==> src/hw/rtl/hcpe_pkg.sv <==
// ----------------------------------------------------------------------------
// Hill cipher pair encryptor package
// Shared types, constants and alphabet helpers for the pair encryptor.
// ----------------------------------------------------------------------------
package hcpe_pkg;

  localparam int unsigned ByteWidth = 8;
  localparam int unsigned IdxWidth  = 7;
  localparam int unsigned KeyWidth  = 7;
  localparam int unsigned AddrWidth = 4;
  localparam int unsigned DataWidth = 32;

  localparam logic [ByteWidth-1:0] SymSpace   = 8'd32;
  localparam logic [ByteWidth-1:0] SymNewline = 8'd10;
  localparam logic [ByteWidth-1:0] SymTab     = 8'd9;
  localparam logic [ByteWidth-1:0] PrintFirst = 8'd33;
  localparam logic [ByteWidth-1:0] PrintLast  = 8'd126;
  localparam logic [ByteWidth-1:0] IdxOffset  = 8'd30;
  localparam logic [IdxWidth-1:0]  AlphaSize  = 7'd97;

  localparam logic [IdxWidth-1:0] IdxSpace   = 7'd0;
  localparam logic [IdxWidth-1:0] IdxNewline = 7'd1;
  localparam logic [IdxWidth-1:0] IdxTab     = 7'd2;

  typedef enum logic [1:0] {
    RegK00 = 2'd0,
    RegK01 = 2'd1,
    RegK10 = 2'd2,
    RegK11 = 2'd3
  } cfg_reg_e;

  typedef struct packed {
    logic [KeyWidth-1:0] k00;
    logic [KeyWidth-1:0] k01;
    logic [KeyWidth-1:0] k10;
    logic [KeyWidth-1:0] k11;
  } key_t;

  typedef struct packed {
    logic                ok;
    logic [IdxWidth-1:0] idx;
  } sym_t;

  typedef struct packed {
    logic [IdxWidth-1:0] p0;
    logic [IdxWidth-1:0] p1;
    logic                bad;
    logic                fin;
  } pair_t;

  function automatic sym_t byte_to_index(input logic [ByteWidth-1:0] b);
    sym_t s;
    s.ok  = 1'b1;
    s.idx = IdxSpace;
    if (b == SymSpace) begin
      s.idx = IdxSpace;
    end else if (b == SymNewline) begin
      s.idx = IdxNewline;
    end else if (b == SymTab) begin
      s.idx = IdxTab;
    end else if (b >= PrintFirst && b <= PrintLast) begin
      s.idx = IdxWidth'(b - IdxOffset);
    end else begin
      s.ok  = 1'b0;
      s.idx = IdxSpace;
    end
    return s;
  endfunction

  function automatic logic [ByteWidth-1:0] index_to_byte(input logic [IdxWidth-1:0] idx);
    logic [ByteWidth-1:0] b;
    if (idx == IdxSpace) begin
      b = SymSpace;
    end else if (idx == IdxNewline) begin
      b = SymNewline;
    end else if (idx == IdxTab) begin
      b = SymTab;
    end else begin
      b = ByteWidth'(idx) + IdxOffset;
    end
    return b;
  endfunction

  // Reduction mod 97 by folding: 128 is congruent to 31, so the bits above
  // bit 6 are worth 31 each. Four folds bring any 15-bit value below 252,
  // and at most two subtractions of the modulus finish the job.
  function automatic logic [IdxWidth-1:0] mod97(input logic [14:0] x);
    logic [12:0] y1;
    logic [11:0] y2;
    logic [9:0]  y3;
    logic [7:0]  y4;
    y1 = {x[14:7], 5'b0} - 13'(x[14:7]) + 13'(x[6:0]);
    y2 = 12'({y1[12:7], 5'b0}) - 12'(y1[12:7]) + 12'(y1[6:0]);
    y3 = {y2[11:7], 5'b0} - 10'(y2[11:7]) + 10'(y2[6:0]);
    y4 = {y3[9:7], 5'b0} - 8'(y3[9:7]) + 8'(y3[6:0]);
    if (y4 >= 8'({AlphaSize, 1'b0})) begin
      y4 = y4 - 8'({AlphaSize, 1'b0});
    end else if (y4 >= 8'(AlphaSize)) begin
      y4 = y4 - 8'(AlphaSize);
    end
    return y4[IdxWidth-1:0];
  endfunction

endpackage

==> src/hw/rtl/hcpe_if.sv <==
// ----------------------------------------------------------------------------
// Hill cipher pair encryptor stream interfaces
// Plaintext byte channel and ciphertext pair channel, valid/ready handshake.
// ----------------------------------------------------------------------------
interface hcpe_in_if;
  logic       valid;
  logic       ready;
  logic [7:0] data_byte;
  logic       last_byte;

  modport source (output valid, output data_byte, output last_byte, input ready);
  modport sink   (input valid, input data_byte, input last_byte, output ready);
endinterface

interface hcpe_out_if;
  logic       valid;
  logic       ready;
  logic [7:0] cipher_first;
  logic [7:0] cipher_second;
  logic       bad_symbol;
  logic       final_pair;

  modport source (output valid, output cipher_first, output cipher_second,
                  output bad_symbol, output final_pair, input ready);
  modport sink   (input valid, input cipher_first, input cipher_second,
                  input bad_symbol, input final_pair, output ready);
endinterface

==> src/hw/rtl/hill_cipher_pair_encrypt.sv <==
// ----------------------------------------------------------------------------
// Hill cipher pair encryptor
// Pairs plaintext bytes and encrypts each pair with a 2x2 key mod 97.
// ----------------------------------------------------------------------------
// Usage: plaintext bytes enter on in_i, one per transaction, with last_byte
// marking the end of a message. Every second byte completes a pair, and the
// pair leaves on out_o as one transaction of two ciphertext bytes. An odd
// final byte is padded with a space. A byte outside the 97-symbol alphabet
// gives one result with bad_symbol set and both cipher bytes zero; if that
// result does not close the message, the rest of the message is dropped.
// The four key entries are written over the APB port at byte addresses 0,
// 4, 8 and 12, by the user only while no transaction is in flight; the
// block itself does not enforce this. The byte that completes a pair is
// caught in the pair register at its accepting edge, and the result register
// is loaded from the pair register once the result register can advance.
// Throughput is one byte per cycle while the receiver does not stall, set
// by the single arithmetic stage. Reset loads the identity key and clears
// any half-formed pair. When the receiver stalls, both registers hold their
// contents and in_i.ready falls only once both are occupied.
// ----------------------------------------------------------------------------
module hill_cipher_pair_encrypt (
  input  logic                           clk_i,
  input  logic                           rst_ni,
  hcpe_in_if.sink                        in_i,
  hcpe_out_if.source                     out_o,
  input  logic                           psel,
  input  logic                           penable,
  input  logic                           pwrite,
  input  logic [hcpe_pkg::AddrWidth-1:0] paddr,
  input  logic [hcpe_pkg::DataWidth-1:0] pwdata,
  output logic [hcpe_pkg::DataWidth-1:0] prdata,
  output logic                           pready
);
  import hcpe_pkg::*;

  key_t  key;
  pair_t pair;
  logic  pair_valid;
  logic  adv;

  // Key matrix, written by the host between messages.
  hcpe_apb_regs u_regs (
    .clk_i   (clk_i),
    .rst_ni  (rst_ni),
    .psel    (psel),
    .penable (penable),
    .pwrite  (pwrite),
    .paddr   (paddr),
    .pwdata  (pwdata),
    .prdata  (prdata),
    .pready  (pready),
    .key_o   (key)
  );

  // Front end: symbol mapping, pairing, error halting and the pair register.
  hcpe_pair_ctrl u_pair (
    .clk_i        (clk_i),
    .rst_ni       (rst_ni),
    .in_i         (in_i),
    .adv_i        (adv),
    .pair_o       (pair),
    .pair_valid_o (pair_valid)
  );

  // Back end: products, reduction mod 97 and the result register.
  hcpe_encrypt_stage u_enc (
    .clk_i        (clk_i),
    .rst_ni       (rst_ni),
    .pair_i       (pair),
    .pair_valid_i (pair_valid),
    .key_i        (key),
    .adv_o        (adv),
    .out_o        (out_o)
  );

endmodule

==> src/hw/rtl/hcpe_apb_regs.sv <==
// ----------------------------------------------------------------------------
// Hill cipher pair encryptor key registers
// APB-style register file holding the four entries of the key matrix.
// ----------------------------------------------------------------------------
module hcpe_apb_regs (
  input  logic                           clk_i,
  input  logic                           rst_ni,
  input  logic                           psel,
  input  logic                           penable,
  input  logic                           pwrite,
  input  logic [hcpe_pkg::AddrWidth-1:0] paddr,
  input  logic [hcpe_pkg::DataWidth-1:0] pwdata,
  output logic [hcpe_pkg::DataWidth-1:0] prdata,
  output logic                           pready,
  output hcpe_pkg::key_t                 key_o
);
  import hcpe_pkg::*;

  key_t     key_q, key_d;
  logic     wr_en;
  cfg_reg_e sel;

  assign pready = 1'b1;
  assign wr_en  = psel && penable && pwrite;
  assign sel    = cfg_reg_e'(paddr[3:2]);

  always_comb begin
    key_d = key_q;
    if (wr_en) begin
      case (sel)
        RegK00:  key_d.k00 = pwdata[KeyWidth-1:0];
        RegK01:  key_d.k01 = pwdata[KeyWidth-1:0];
        RegK10:  key_d.k10 = pwdata[KeyWidth-1:0];
        RegK11:  key_d.k11 = pwdata[KeyWidth-1:0];
        default: key_d = key_q;
      endcase
    end
  end

  always_comb begin
    case (sel)
      RegK00:  prdata = DataWidth'(key_q.k00);
      RegK01:  prdata = DataWidth'(key_q.k01);
      RegK10:  prdata = DataWidth'(key_q.k10);
      RegK11:  prdata = DataWidth'(key_q.k11);
      default: prdata = '0;
    endcase
  end

  // The key resets to the identity matrix.
  always_ff @(posedge clk_i or negedge rst_ni) begin
    if (!rst_ni) begin
      key_q.k00 <= 7'd1;
      key_q.k01 <= 7'd0;
      key_q.k10 <= 7'd0;
      key_q.k11 <= 7'd1;
    end else begin
      key_q <= key_d;
    end
  end

  assign key_o = key_q;

endmodule

==> src/hw/rtl/hcpe_pair_ctrl.sv <==
// ----------------------------------------------------------------------------
// Hill cipher pair encryptor pairing control
// Maps bytes to alphabet indices, pairs them and registers each formed pair.
// ----------------------------------------------------------------------------
module hcpe_pair_ctrl (
  input  logic            clk_i,
  input  logic            rst_ni,
  hcpe_in_if.sink         in_i,
  input  logic            adv_i,
  output hcpe_pkg::pair_t pair_o,
  output logic            pair_valid_o
);
  import hcpe_pkg::*;

  logic [IdxWidth-1:0] held_index_q, held_index_d;
  logic                held_valid_q, held_valid_d;
  logic                held_bad_q, held_bad_d;
  logic                halted_q, halted_d;
  pair_t               pair_q, pair_d;
  logic                pair_valid_q, pair_valid_d;
  logic                acc;
  logic                emit;
  logic                bad;
  sym_t                sym;

  assign in_i.ready = !pair_valid_q || adv_i;
  assign acc        = in_i.valid && in_i.ready;
  assign sym        = byte_to_index(in_i.data_byte);
  assign bad        = held_bad_q || !sym.ok;

  always_comb begin
    held_index_d = held_index_q;
    held_valid_d = held_valid_q;
    held_bad_d   = held_bad_q;
    halted_d     = halted_q;
    pair_d       = pair_q;
    emit         = 1'b0;
    if (acc) begin
      if (halted_q) begin
        // Bytes are dropped until the end of the broken message.
        if (in_i.last_byte) begin
          halted_d     = 1'b0;
          held_valid_d = 1'b0;
          held_bad_d   = 1'b0;
          held_index_d = '0;
        end
      end else if (!held_valid_q) begin
        if (!in_i.last_byte) begin
          held_index_d = sym.idx;
          held_bad_d   = !sym.ok;
          held_valid_d = 1'b1;
        end else begin
          // Odd final byte, padded with a space.
          emit       = 1'b1;
          pair_d.p0  = sym.idx;
          pair_d.p1  = IdxSpace;
          pair_d.bad = !sym.ok;
          pair_d.fin = 1'b1;
        end
      end else begin
        emit         = 1'b1;
        pair_d.p0    = held_index_q;
        pair_d.p1    = sym.idx;
        pair_d.bad   = bad;
        pair_d.fin   = in_i.last_byte;
        held_valid_d = 1'b0;
        held_bad_d   = 1'b0;
        held_index_d = '0;
        if (bad && !in_i.last_byte) begin
          halted_d = 1'b1;
        end
      end
    end
  end

  always_comb begin
    if (acc && emit) begin
      pair_valid_d = 1'b1;
    end else if (adv_i) begin
      pair_valid_d = 1'b0;
    end else begin
      pair_valid_d = pair_valid_q;
    end
  end

  always_ff @(posedge clk_i or negedge rst_ni) begin
    if (!rst_ni) begin
      held_index_q <= '0;
      held_valid_q <= 1'b0;
      held_bad_q   <= 1'b0;
      halted_q     <= 1'b0;
      pair_valid_q <= 1'b0;
    end else begin
      held_index_q <= held_index_d;
      held_valid_q <= held_valid_d;
      held_bad_q   <= held_bad_d;
      halted_q     <= halted_d;
      pair_valid_q <= pair_valid_d;
    end
  end

  always_ff @(posedge clk_i) begin
    pair_q <= pair_d;
  end

  assign pair_o       = pair_q;
  assign pair_valid_o = pair_valid_q;

`ifndef SYNTHESIS
  a_halt_no_held: assert property (@(posedge clk_i) disable iff (!rst_ni)
    halted_q |-> !held_valid_q)
    else $error("held byte present while halted");

  a_pair_holds: assert property (@(posedge clk_i) disable iff (!rst_ni)
    pair_valid_q && !adv_i |=> pair_valid_q && $stable(pair_q))
    else $error("registered pair lost while downstream stalled");
`endif

endmodule

==> src/hw/rtl/hcpe_encrypt_stage.sv <==
// ----------------------------------------------------------------------------
// Hill cipher pair encryptor arithmetic stage
// Matrix product mod 97 of a registered pair, mapped to bytes and registered.
// ----------------------------------------------------------------------------
module hcpe_encrypt_stage (
  input  logic            clk_i,
  input  logic            rst_ni,
  input  hcpe_pkg::pair_t pair_i,
  input  logic            pair_valid_i,
  input  hcpe_pkg::key_t  key_i,
  output logic            adv_o,
  hcpe_out_if.source      out_o
);
  import hcpe_pkg::*;

  logic [13:0]          m00, m01, m10, m11;
  logic [14:0]          sum0, sum1;
  logic [IdxWidth-1:0]  c0, c1;
  logic [ByteWidth-1:0] first_d, first_q;
  logic [ByteWidth-1:0] second_d, second_q;
  logic                 bad_q, fin_q;
  logic                 out_valid_q, out_valid_d;

  assign adv_o = !out_valid_q || out_o.ready;

  assign m00  = 14'(key_i.k00) * 14'(pair_i.p0);
  assign m01  = 14'(key_i.k01) * 14'(pair_i.p1);
  assign m10  = 14'(key_i.k10) * 14'(pair_i.p0);
  assign m11  = 14'(key_i.k11) * 14'(pair_i.p1);
  assign sum0 = 15'(m00) + 15'(m01);
  assign sum1 = 15'(m10) + 15'(m11);
  assign c0   = mod97(sum0);
  assign c1   = mod97(sum1);

  assign first_d  = pair_i.bad ? '0 : index_to_byte(c0);
  assign second_d = pair_i.bad ? '0 : index_to_byte(c1);

  assign out_valid_d = adv_o ? pair_valid_i : out_valid_q;

  always_ff @(posedge clk_i or negedge rst_ni) begin
    if (!rst_ni) begin
      out_valid_q <= 1'b0;
    end else begin
      out_valid_q <= out_valid_d;
    end
  end

  always_ff @(posedge clk_i) begin
    if (adv_o && pair_valid_i) begin
      first_q  <= first_d;
      second_q <= second_d;
      bad_q    <= pair_i.bad;
      fin_q    <= pair_i.fin;
    end
  end

  assign out_o.valid         = out_valid_q;
  assign out_o.cipher_first  = first_q;
  assign out_o.cipher_second = second_q;
  assign out_o.bad_symbol    = bad_q;
  assign out_o.final_pair    = fin_q;

`ifndef SYNTHESIS
  a_bad_zero: assert property (@(posedge clk_i) disable iff (!rst_ni)
    out_valid_q && bad_q |-> first_q == '0 && second_q == '0)
    else $error("error result carries cipher bytes");

  a_good_nonzero: assert property (@(posedge clk_i) disable iff (!rst_ni)
    out_valid_q && !bad_q |-> first_q != '0 && second_q != '0)
    else $error("cipher byte outside the alphabet");
`endif

endmodule
==> src/flat_wrapper.sv <==
// flat-port wrapper written by rule: the top's interface ports become plain ports
module hill_cipher_pair_encrypt_flat import hcpe_pkg::*;
  (clk_i, rst_ni, psel, penable, pwrite, paddr, pwdata, prdata, pready, in_i_valid, in_i_data_byte, in_i_last_byte, in_i_ready, out_o_valid, out_o_cipher_first, out_o_cipher_second, out_o_bad_symbol, out_o_final_pair, out_o_ready);
  hcpe_in_if in_i_i ();
  hcpe_out_if out_o_i ();
  input  logic clk_i;
  input  logic rst_ni;
  input  logic psel;
  input  logic penable;
  input  logic pwrite;
  input  logic [hcpe_pkg::AddrWidth-1:0] paddr;
  input  logic [hcpe_pkg::DataWidth-1:0] pwdata;
  output logic [hcpe_pkg::DataWidth-1:0] prdata;
  output logic pready;
  input wire logic [$bits(in_i_i.valid)-1:0] in_i_valid;
  input wire logic [$bits(in_i_i.data_byte)-1:0] in_i_data_byte;
  input wire logic [$bits(in_i_i.last_byte)-1:0] in_i_last_byte;
  output wire logic [$bits(in_i_i.ready)-1:0] in_i_ready;
  output wire logic [$bits(out_o_i.valid)-1:0] out_o_valid;
  output wire logic [$bits(out_o_i.cipher_first)-1:0] out_o_cipher_first;
  output wire logic [$bits(out_o_i.cipher_second)-1:0] out_o_cipher_second;
  output wire logic [$bits(out_o_i.bad_symbol)-1:0] out_o_bad_symbol;
  output wire logic [$bits(out_o_i.final_pair)-1:0] out_o_final_pair;
  input wire logic [$bits(out_o_i.ready)-1:0] out_o_ready;
  assign in_i_i.valid = in_i_valid;
  assign in_i_i.data_byte = in_i_data_byte;
  assign in_i_i.last_byte = in_i_last_byte;
  assign in_i_ready = in_i_i.ready;
  assign out_o_valid = out_o_i.valid;
  assign out_o_cipher_first = out_o_i.cipher_first;
  assign out_o_cipher_second = out_o_i.cipher_second;
  assign out_o_bad_symbol = out_o_i.bad_symbol;
  assign out_o_final_pair = out_o_i.final_pair;
  assign out_o_i.ready = out_o_ready;
  hill_cipher_pair_encrypt u_core (.clk_i(clk_i), .rst_ni(rst_ni), .in_i(in_i_i), .out_o(out_o_i), .psel(psel), .penable(penable), .pwrite(pwrite), .paddr(paddr), .pwdata(pwdata), .prdata(prdata), .pready(pready));
endmodule
==> config.mk <==
export PLATFORM = sky130hd
export DESIGN_NAME = hill_cipher_pair_encrypt_flat
export DESIGN_NICKNAME = d
export VERILOG_FILES = /design/src/hw/rtl/hcpe_pkg.sv /design/src/hw/rtl/hcpe_if.sv /design/src/hw/rtl/hill_cipher_pair_encrypt.sv /design/src/hw/rtl/hcpe_apb_regs.sv /design/src/hw/rtl/hcpe_pair_ctrl.sv /design/src/hw/rtl/hcpe_encrypt_stage.sv /design/src/flat_wrapper.sv
export SDC_FILE = /design/constraint.sdc
export NUM_CORES = 1
export LEC_CHECK = 0
export ABC_AREA = 1
export BUFFER_PORTS_ARGS = -buffer_cell sky130_fd_sc_hd__buf_4
export CAP_MARGIN = 25
export CELL_PAD_IN_SITES_DETAIL_PLACEMENT = 1
export CELL_PAD_IN_SITES_GLOBAL_PLACEMENT = 2
export CORE_ASPECT_RATIO = 0.8
export CORE_UTILIZATION = 37
export DETAILED_ROUTE_END_ITERATION = 10
export PLACE_DENSITY_LB_ADDON = 0.05
export SKIP_CTS_REPAIR_TIMING = 1
export SYNTH_ARGS = -nofsm -noshare
export SYNTH_HDL_FRONTEND = slang
export SYNTH_HIERARCHICAL = 1
export SYNTH_SLANG_ARGS = --single-unit
==> constraint.sdc <==
create_clock -name clk_i -period 18.9 [get_ports clk_i]
set_input_delay 0.945 -clock clk_i [delete_from_list [all_inputs] [get_ports clk_i]]
set_output_delay 0.945 -clock clk_i [all_outputs]
set_load 0.03 [all_outputs]
Word level (Yosys, flattened, before mapping):

Index checks and enable logic that the tools add are counted.

* bits of input ports: 52
* register bits after elaboration: 74

* add/subtract/negate cells: 25
* bitwise gates (word level): 1
* mux-type cells: 41
* $mul: 4
* reduce and logical (&&, ||, !) cells: 32
* equal/unequal tests: 12
* $lt $le $gt $ge: 6

Operators with widths (number)
* 32-bit case mux with 4 select lines: 1
* 7-bit two-way mux: 12
* 7-bit by 7-bit multiplier with 14-bit output: 4
* 6-bit two-way mux: 6
* 16-bit two-way mux: 2
* 14-bit by 14-bit adder with 15-bit output: 2
* 7-bit subtractor (second input constant): 4
* 13-bit by 7-bit adder with 13-bit output: 2
* 13-bit by 8-bit subtractor with 13-bit output: 2
* 12-bit by 7-bit adder with 12-bit output: 2
* 11-bit by 6-bit subtractor with 12-bit output: 2
* 10-bit by 7-bit adder with 10-bit output: 2
* 1-bit two-way mux: 20
* 10-bit by 5-bit subtractor with 10-bit output: 2
* 7-bit by 5-bit adder with 8-bit output (second input constant): 2
* 8-bit by 7-bit adder with 8-bit output: 2
* 8-bit by 4-bit == test with 1-bit output (second input constant): 2
* 8-bit by 7-bit greater-or-equal comparator with 1-bit output (second input constant): 2
* 8-bit greater-or-equal comparator (second input constant): 2
* 8-bit by 3-bit subtractor with 8-bit output: 2
* 7-bit by 1-bit == test with 1-bit output (second input constant): 2
* 7-bit by 2-bit == test with 1-bit output (second input constant): 2
* 7-bit zero test: 2
* 2-bit AND reduction: 5
* 18 further kinds: 35

Logic depth before layout (Yosys ltp):

* word-level depth: 17
* gate-level depth with buffers: 93
* depth with buffers taken out: 92

Modules after synthesis:

Netlist, hierarchy kept.

Modules (own cells, without submodules)
* hcpe_encrypt_stage: seq. area each 565.5 µm², times used 1, area an instance 13629.3 µm², cells an instance 1976
* hcpe_apb_regs: seq. area each 703.2 µm², times used 1, area an instance 1646.6 µm², cells an instance 201
* hcpe_pair_ctrl: seq. area each 755.7 µm², times used 1, area an instance 1366.3 µm², cells an instance 154

Worst setup path before layout:

OpenSTA, ideal clock, no wires.

* kind: flip-flop to flip-flop
* from: register u_core.u_pair.pair_q, in the netlist u_core/u_pair/pair_o[8]
* to: register u_core.u_enc.second_q[3] (netlist: u_core/u_enc/out_o.cipher_second[3]), data pin
* slack: 5314 ps
* buffers on the path: 1
* data arrival time: 13337 ps
* required time: 18651 ps
* stages on the path, launching flop included: 77
* period minus slack after synthesis: 13586 ps
* path through: edfxtp_1 > clkbuf_1 > nand2_1 > fa_1 > fa_1 > inv_1 > fa_1 > fa_1 > fa_1 > inv_1 > fa_1 > inv_1 > ha_1 > nand2_1 > inv_2 > nand2_1 > nand2_1 > nand2_1 > [41 not listed] > fa_1 > a21oi_1 > o21ai_0 > xor2_1 > inv_1 > a21oi_1 > o21ai_0 > nand3_2 > nand2_1 > nand2_1 > nand2_2 > nand2_2 > ha_1 > xor2_1 > nor2_1 > nand2_1 > nand2_1 > inv_1

* longest elaborated chain between the ends: 16
* elaborated cells on any way between the ends: 23
* classes of those cells: add/sub (12); mul (1); order compare (2); eq/ne (2); mux (4); reduce/logical (2)

Ends and longest elaborated chain
* from (decl): RTL line hcpe_pair_ctrl.sv:19 `pair_t pair_q, pair_d;`
* from (signal assigned): RTL line hcpe_pair_ctrl.sv:103 `pair_q <= pair_d;`
* 7-bit by 7-bit multiplier with 14-bit output *: RTL line hcpe_encrypt_stage.sv:29 `assign m11 = 14'(key_i.k11) * 14'(pair_i.p1);`
* 14-bit by 14-bit adder with 15-bit output *: RTL line hcpe_encrypt_stage.sv:31 `assign sum1 = 15'(m10) + 15'(m11);`
* 13-bit by 8-bit subtractor with 13-bit output: RTL line hcpe_pkg.sv:92 `y1 = {x[14:7], 5'b0} - 13'(x[14:7]) + 13'(x[6:0]);`
* 13-bit by 7-bit adder with 13-bit output *: RTL line hcpe_pkg.sv:92
* 11-bit by 6-bit subtractor with 12-bit output: RTL line hcpe_pkg.sv:93 `y2 = 12'({y1[12:7], 5'b0}) - 12'(y1[12:7]) + 12'(y1[6:0]);`
* 12-bit by 7-bit adder with 12-bit output *: RTL line hcpe_pkg.sv:93
* 10-bit by 5-bit subtractor with 10-bit output: RTL line hcpe_pkg.sv:94 `y3 = {y2[11:7], 5'b0} - 10'(y2[11:7]) + 10'(y2[6:0]);`
* 10-bit by 7-bit adder with 10-bit output *: RTL line hcpe_pkg.sv:94
* 8-bit by 3-bit subtractor with 8-bit output: RTL line hcpe_pkg.sv:95 `y4 = {y3[9:7], 5'b0} - 8'(y3[9:7]) + 8'(y3[6:0]);`
* 8-bit by 7-bit adder with 8-bit output *: RTL line hcpe_pkg.sv:95
* 7-bit subtractor / 8-bit by 7-bit greater-or-equal comparator with 1-bit output (equally long branches): RTL line hcpe_pkg.sv:99, hcpe_pkg.sv:98
* 7-bit two-way mux: RTL line hcpe_pkg.sv:98 `end else if (y4 >= 8'(AlphaSize)) begin`
* 7-bit two-way mux *: RTL line hcpe_pkg.sv:96 `if (y4 >= 8'({AlphaSize, 1'b0})) begin`
* 7-bit by 5-bit adder with 8-bit output / 7-bit by 2-bit == test with 1-bit output (equally long branches): RTL line hcpe_pkg.sv:79, hcpe_pkg.sv:76
* 6-bit two-way mux: RTL line hcpe_pkg.sv:76 `end else if (idx == IdxTab) begin`
* 6-bit two-way mux: RTL line hcpe_pkg.sv:74 `end else if (idx == IdxNewline) begin`
* to (signal assigned): RTL line hcpe_encrypt_stage.sv:51 `second_q <= second_d;`
* to (decl): RTL line hcpe_encrypt_stage.sv:20 `logic [ByteWidth-1:0] second_d, second_q;`

Every way passes the cells marked *; elsewhere a longest branch is shown, timed or not.
A chain may end at the register's enable or synchronous reset.

Worst setup path after layout:

* from: register u_core.u_pair.pair_q, in the netlist u_core/u_pair/pair_o[8]
* to: register u_core.u_enc.second_q[5] (netlist: u_core/u_enc/out_o.cipher_second[5]), data pin

* longest elaborated chain between the ends: 17
* elaborated cells on any way between the ends: 23
* classes of those cells: add/sub (12); mul (1); order compare (2); eq/ne (2); mux (5); reduce/logical (1)

Ends and longest elaborated chain
* 7-bit by 7-bit multiplier with 14-bit output *: RTL line hcpe_encrypt_stage.sv:29
* 14-bit by 14-bit adder with 15-bit output *: RTL line hcpe_encrypt_stage.sv:31
* 13-bit by 8-bit subtractor with 13-bit output: RTL line hcpe_pkg.sv:92
* 13-bit by 7-bit adder with 13-bit output *: RTL line hcpe_pkg.sv:92
* 11-bit by 6-bit subtractor with 12-bit output: RTL line hcpe_pkg.sv:93
* 12-bit by 7-bit adder with 12-bit output *: RTL line hcpe_pkg.sv:93
* 10-bit by 5-bit subtractor with 10-bit output: RTL line hcpe_pkg.sv:94
* 10-bit by 7-bit adder with 10-bit output *: RTL line hcpe_pkg.sv:94
* 8-bit by 3-bit subtractor with 8-bit output: RTL line hcpe_pkg.sv:95
* 8-bit by 7-bit adder with 8-bit output *: RTL line hcpe_pkg.sv:95
* 7-bit subtractor / 8-bit by 7-bit greater-or-equal comparator with 1-bit output (equally long branches): RTL line hcpe_pkg.sv:99, hcpe_pkg.sv:98
* 7-bit two-way mux: RTL line hcpe_pkg.sv:98
* 7-bit two-way mux *: RTL line hcpe_pkg.sv:96
* 7-bit by 5-bit adder with 8-bit output / 7-bit by 2-bit == test with 1-bit output (equally long branches): RTL line hcpe_pkg.sv:79, hcpe_pkg.sv:76
* 6-bit two-way mux: RTL line hcpe_pkg.sv:76
* 6-bit two-way mux: RTL line hcpe_pkg.sv:74
* 6-bit two-way mux *: RTL line hcpe_pkg.sv:72 `if (idx == IdxSpace) begin`

Marked as above.

==> impl_metrics.json <==
{
  "syn-cell-area_um2": 16600,
  "synthAdderAreaFrac_pct": 35.3,
  "max_slew_margin_pct": 44.8,
  "setup-tns-final_ps": 0,
  "drt_pass1_iterations": 6,
  "synth.distinct_cells": 48,
  "fp-row-count": 69,
  "antenna_found_initial": 1,
  "slowest_stage": "edfxtp_1",
  "grt_pass1_vias": 14800,
  "synthSimpleGateAreaFrac_pct": 26.9,
  "maxCapViolCount": 0,
  "ant_nets": 0,
  "drt_first_iter_violations": 465,
  "rsz0062_at_grt": "no",
  "drv_slew": 0,
  "status": "finished, final reports clean",
  "ios": 105,
  "routed_wl_um": 44100,
  "insertion_delay_ps": 360,
  "grt_max_degree": 41,
  "syn_area_per_cell_um2": 7.14,
  "fmaxAchievable_mhz": 63.1,
  "ys_seq_area_share_pct": 12.2,
  "setup_violations": 0,
  "vias_per_cell": 4.68,
  "muxShareOfSynthArea_pct": 0,
  "crit_path_max_fanout": 14,
  "ctsHtreeMaxLevel": 3,
  "drive_gt1_share_pct": 9.26,
  "finalCritPeriodShare_pct": 83.8,
  "yosysMostFrequentCell": "nand2_1",
  "critPathArrivalTime_ps": 16060,
  "critPathCaptureType": "flop",
  "yosysTopAreaCell": "fa_1",
  "min_to": "u_core/u_enc/out_o.final_pair$_DFFE_PP_",
  "gp_congestion": 0.833,
  "yosysWarnings": 6,
  "synth_ff_type": "dfrtp_1",
  "hold_depth": 0,
  "grt_overflow": 0,
  "crit_type": "flop to flop",
  "die_w_um": 239,
  "routedWlPerCell_um": 14.8,
  "min_period_ps": 15840,
  "cts_tree": "built",
  "die_y_um": 192,
  "grt_pass1_wl_um": 75100,
  "ys_ff_latch": 74,
  "reg2regPathDepth": 72,
  "area_growth_pct": 7.40,
  "synth_top_area_share_pct": 17.8,
  "worst_clock_skew_ps": 4.58,
  "cp.required_ps": 19120,
  "track_usage_pct": 20.4,
  "root_buffer": "clkbuf_16",
  "hold_class": "flop to flop",
  "dieArea_um2": 45800,
  "max_stage_delay_ps": 800,
  "clk_pin_slew_worst_paths_ps": 60,
  "r2r-end": "u_core/u_enc/out_o.cipher_second[5]$_SDFFCE_PP0P_",
  "clockBufferDepth": 2,
  "start_util_pct": 37.5,
  "diodes": 0,
  "clock-sinks": 74,
  "path_common_cell": "nand2_1",
  "cts_buffers": 9,
  "drc": 0,
  "layout.nets": 2804,
  "core_um2": 44400,
  "synth_xor_area_share_pct": 4.83,
  "worst_slew_pin_slew_ps": 820,
  "worst_setup_path_start_kind": "flop",
  "synth_common_cells": "nand2_1, inv_1, ha_1",
  "via_count": 14000,
  "synth_top_family_by_area": "adder cells",
  "hold_violations": 0,
  "synthCells": 2331,
  "r2r_setup_slack_ps": 3060,
  "synth_edf_count": 34,
  "dp_hpwl_um": 37400,
  "hp-start": "u_core/u_pair/pair_o[0]$_SDFFCE_PN1P_",
  "synth_compound_area_share_pct": 5.33,
  "synth_area_leaders": "fa_1, ha_1, nand2_1",
  "rr_startpoint": "u_core/u_pair/pair_o[8]$_SDFFCE_PN0P_",
  "async_flop_share_pct": 54.1,
  "io_buffers": 51
}
worst max-delay path: cells and delay by family, from the launching register on:
family                     cells  cell delay (ps)
DFF                            1              800
buffers and inverters         12              880
and+or+nand+nor               23             2780
adders and majority gates     17             6650
xor gates and xnor gates       4             1000
AOI/OAI and AO/OA             16             3560
flip-flops by register name, summed over array words and instances, names as in the netlist:
name                              count
u_core/u_pair/pair_valid_o            1
u_core/u_pair/held_index_q            7
u_core/u_enc/out_o.cipher_second      8
u_core/u_pair/held_valid_q            1
u_core/u_enc/out_o.final_pair         1
u_core/u_pair/halted_q                1
u_core/u_pair/held_bad_q              1
u_core/u_regs/key_o                  28
u_core/u_enc/out_o.valid              1
u_core/u_enc/out_o.bad_symbol         1
u_core/u_pair/pair_o                 16
u_core/u_enc/out_o.cipher_first       8
logic make-up after synthesis:
kind of cell	count (synthesis)
compound gates	154
xor+xnor	91
fa+ha+maj	381
buf+inv	644
flops	74
other cells	2
simple gates	985
metal layers:
| metal | GRT usage, % | wire length (um) | vias to the layer above |
|---|---|---|---|
| li1 | - | - | 7089 |
| met2 | 33.0 | 19400 | 97 |
| met1 | 30.0 | 23700 | 6746 |
| met5 | 0 | 9 | - |
| met4 | 3.40 | 382 | 2 |
| met3 | 1.25 | 639 | 20 |
worst max path at each step:
stage | startpoint | cells after the start | slack (ps) | endpoint
after floorplan | u_core/u_pair/pair_o[8]$_SDFFCE_PN0P_ | 76 | 5310 | u_core/u_enc/out_o.cipher_second[3]$_SDFFCE_PP0P_
after global placement | u_core/u_pair/pair_o[8]$_SDFFCE_PN0P_ | 72 | 3100 | u_core/u_enc/out_o.cipher_second[3]$_SDFFCE_PP0P_
after detailed placement | u_core/u_pair/pair_o[8]$_SDFFCE_PN0P_ | 72 | 2890 | u_core/u_enc/out_o.cipher_second[5]$_SDFFCE_PP0P_
after CTS | u_core/u_pair/pair_o[8]$_SDFFCE_PN0P_ | 72 | 2810 | u_core/u_enc/out_o.cipher_second[5]$_SDFFCE_PP0P_
after global routing | u_core/u_pair/pair_o[8]$_SDFFCE_PN0P_ | 72 | 1600 | u_core/u_enc/out_o.cipher_second[5]$_SDFFCE_PP0P_
final | u_core/u_pair/pair_o[8]$_SDFFCE_PN0P_ | 72 | 3060 | u_core/u_enc/out_o.cipher_second[5]$_SDFFCE_PP0P_
area by class of cell:
type                            count  area (um2)
Inverter                          595        2250
Multi-Input combinational cell   1637       12100
Timing Repair Buffer               54         413
Clock inverter                      5        56.3
Fill cell                        5709       26500
Clock buffer                       11         233
Sequential cell                    74        2020
Tap cell                          603         754
placed cells by master (no fill, tap or decap), types with 28 or more instances in the layout:
cell type	count
ha_1	233
nand4_1	28
nand2_1	629
fa_1	148
nand2_2	52
dfrtp_1	38
nor2_1	78
buf_4	53
o21ai_0	31
xor2_1	64
inv_1	572
a21oi_1	69
edfxtp_1	34
nand3_1	118
per-stage QoR:
stage	hold WS, ps	instance area [um2]	worst slack, ps	std cells	utilization [%]
floorplan	400	16700	5310	2355	-
global placement	408	17600	3100	2962	39.6
detailed placement	418	17600	2890	2962	39.6
CTS	434	17900	2810	2978	40.2
global route	439	17900	1600	2979	40.3
finish	429	17900	3060	2979	40.3
Power is not shown: default switching activity piles up to over one toggle a cycle in this logic, so the estimate is an artifact.
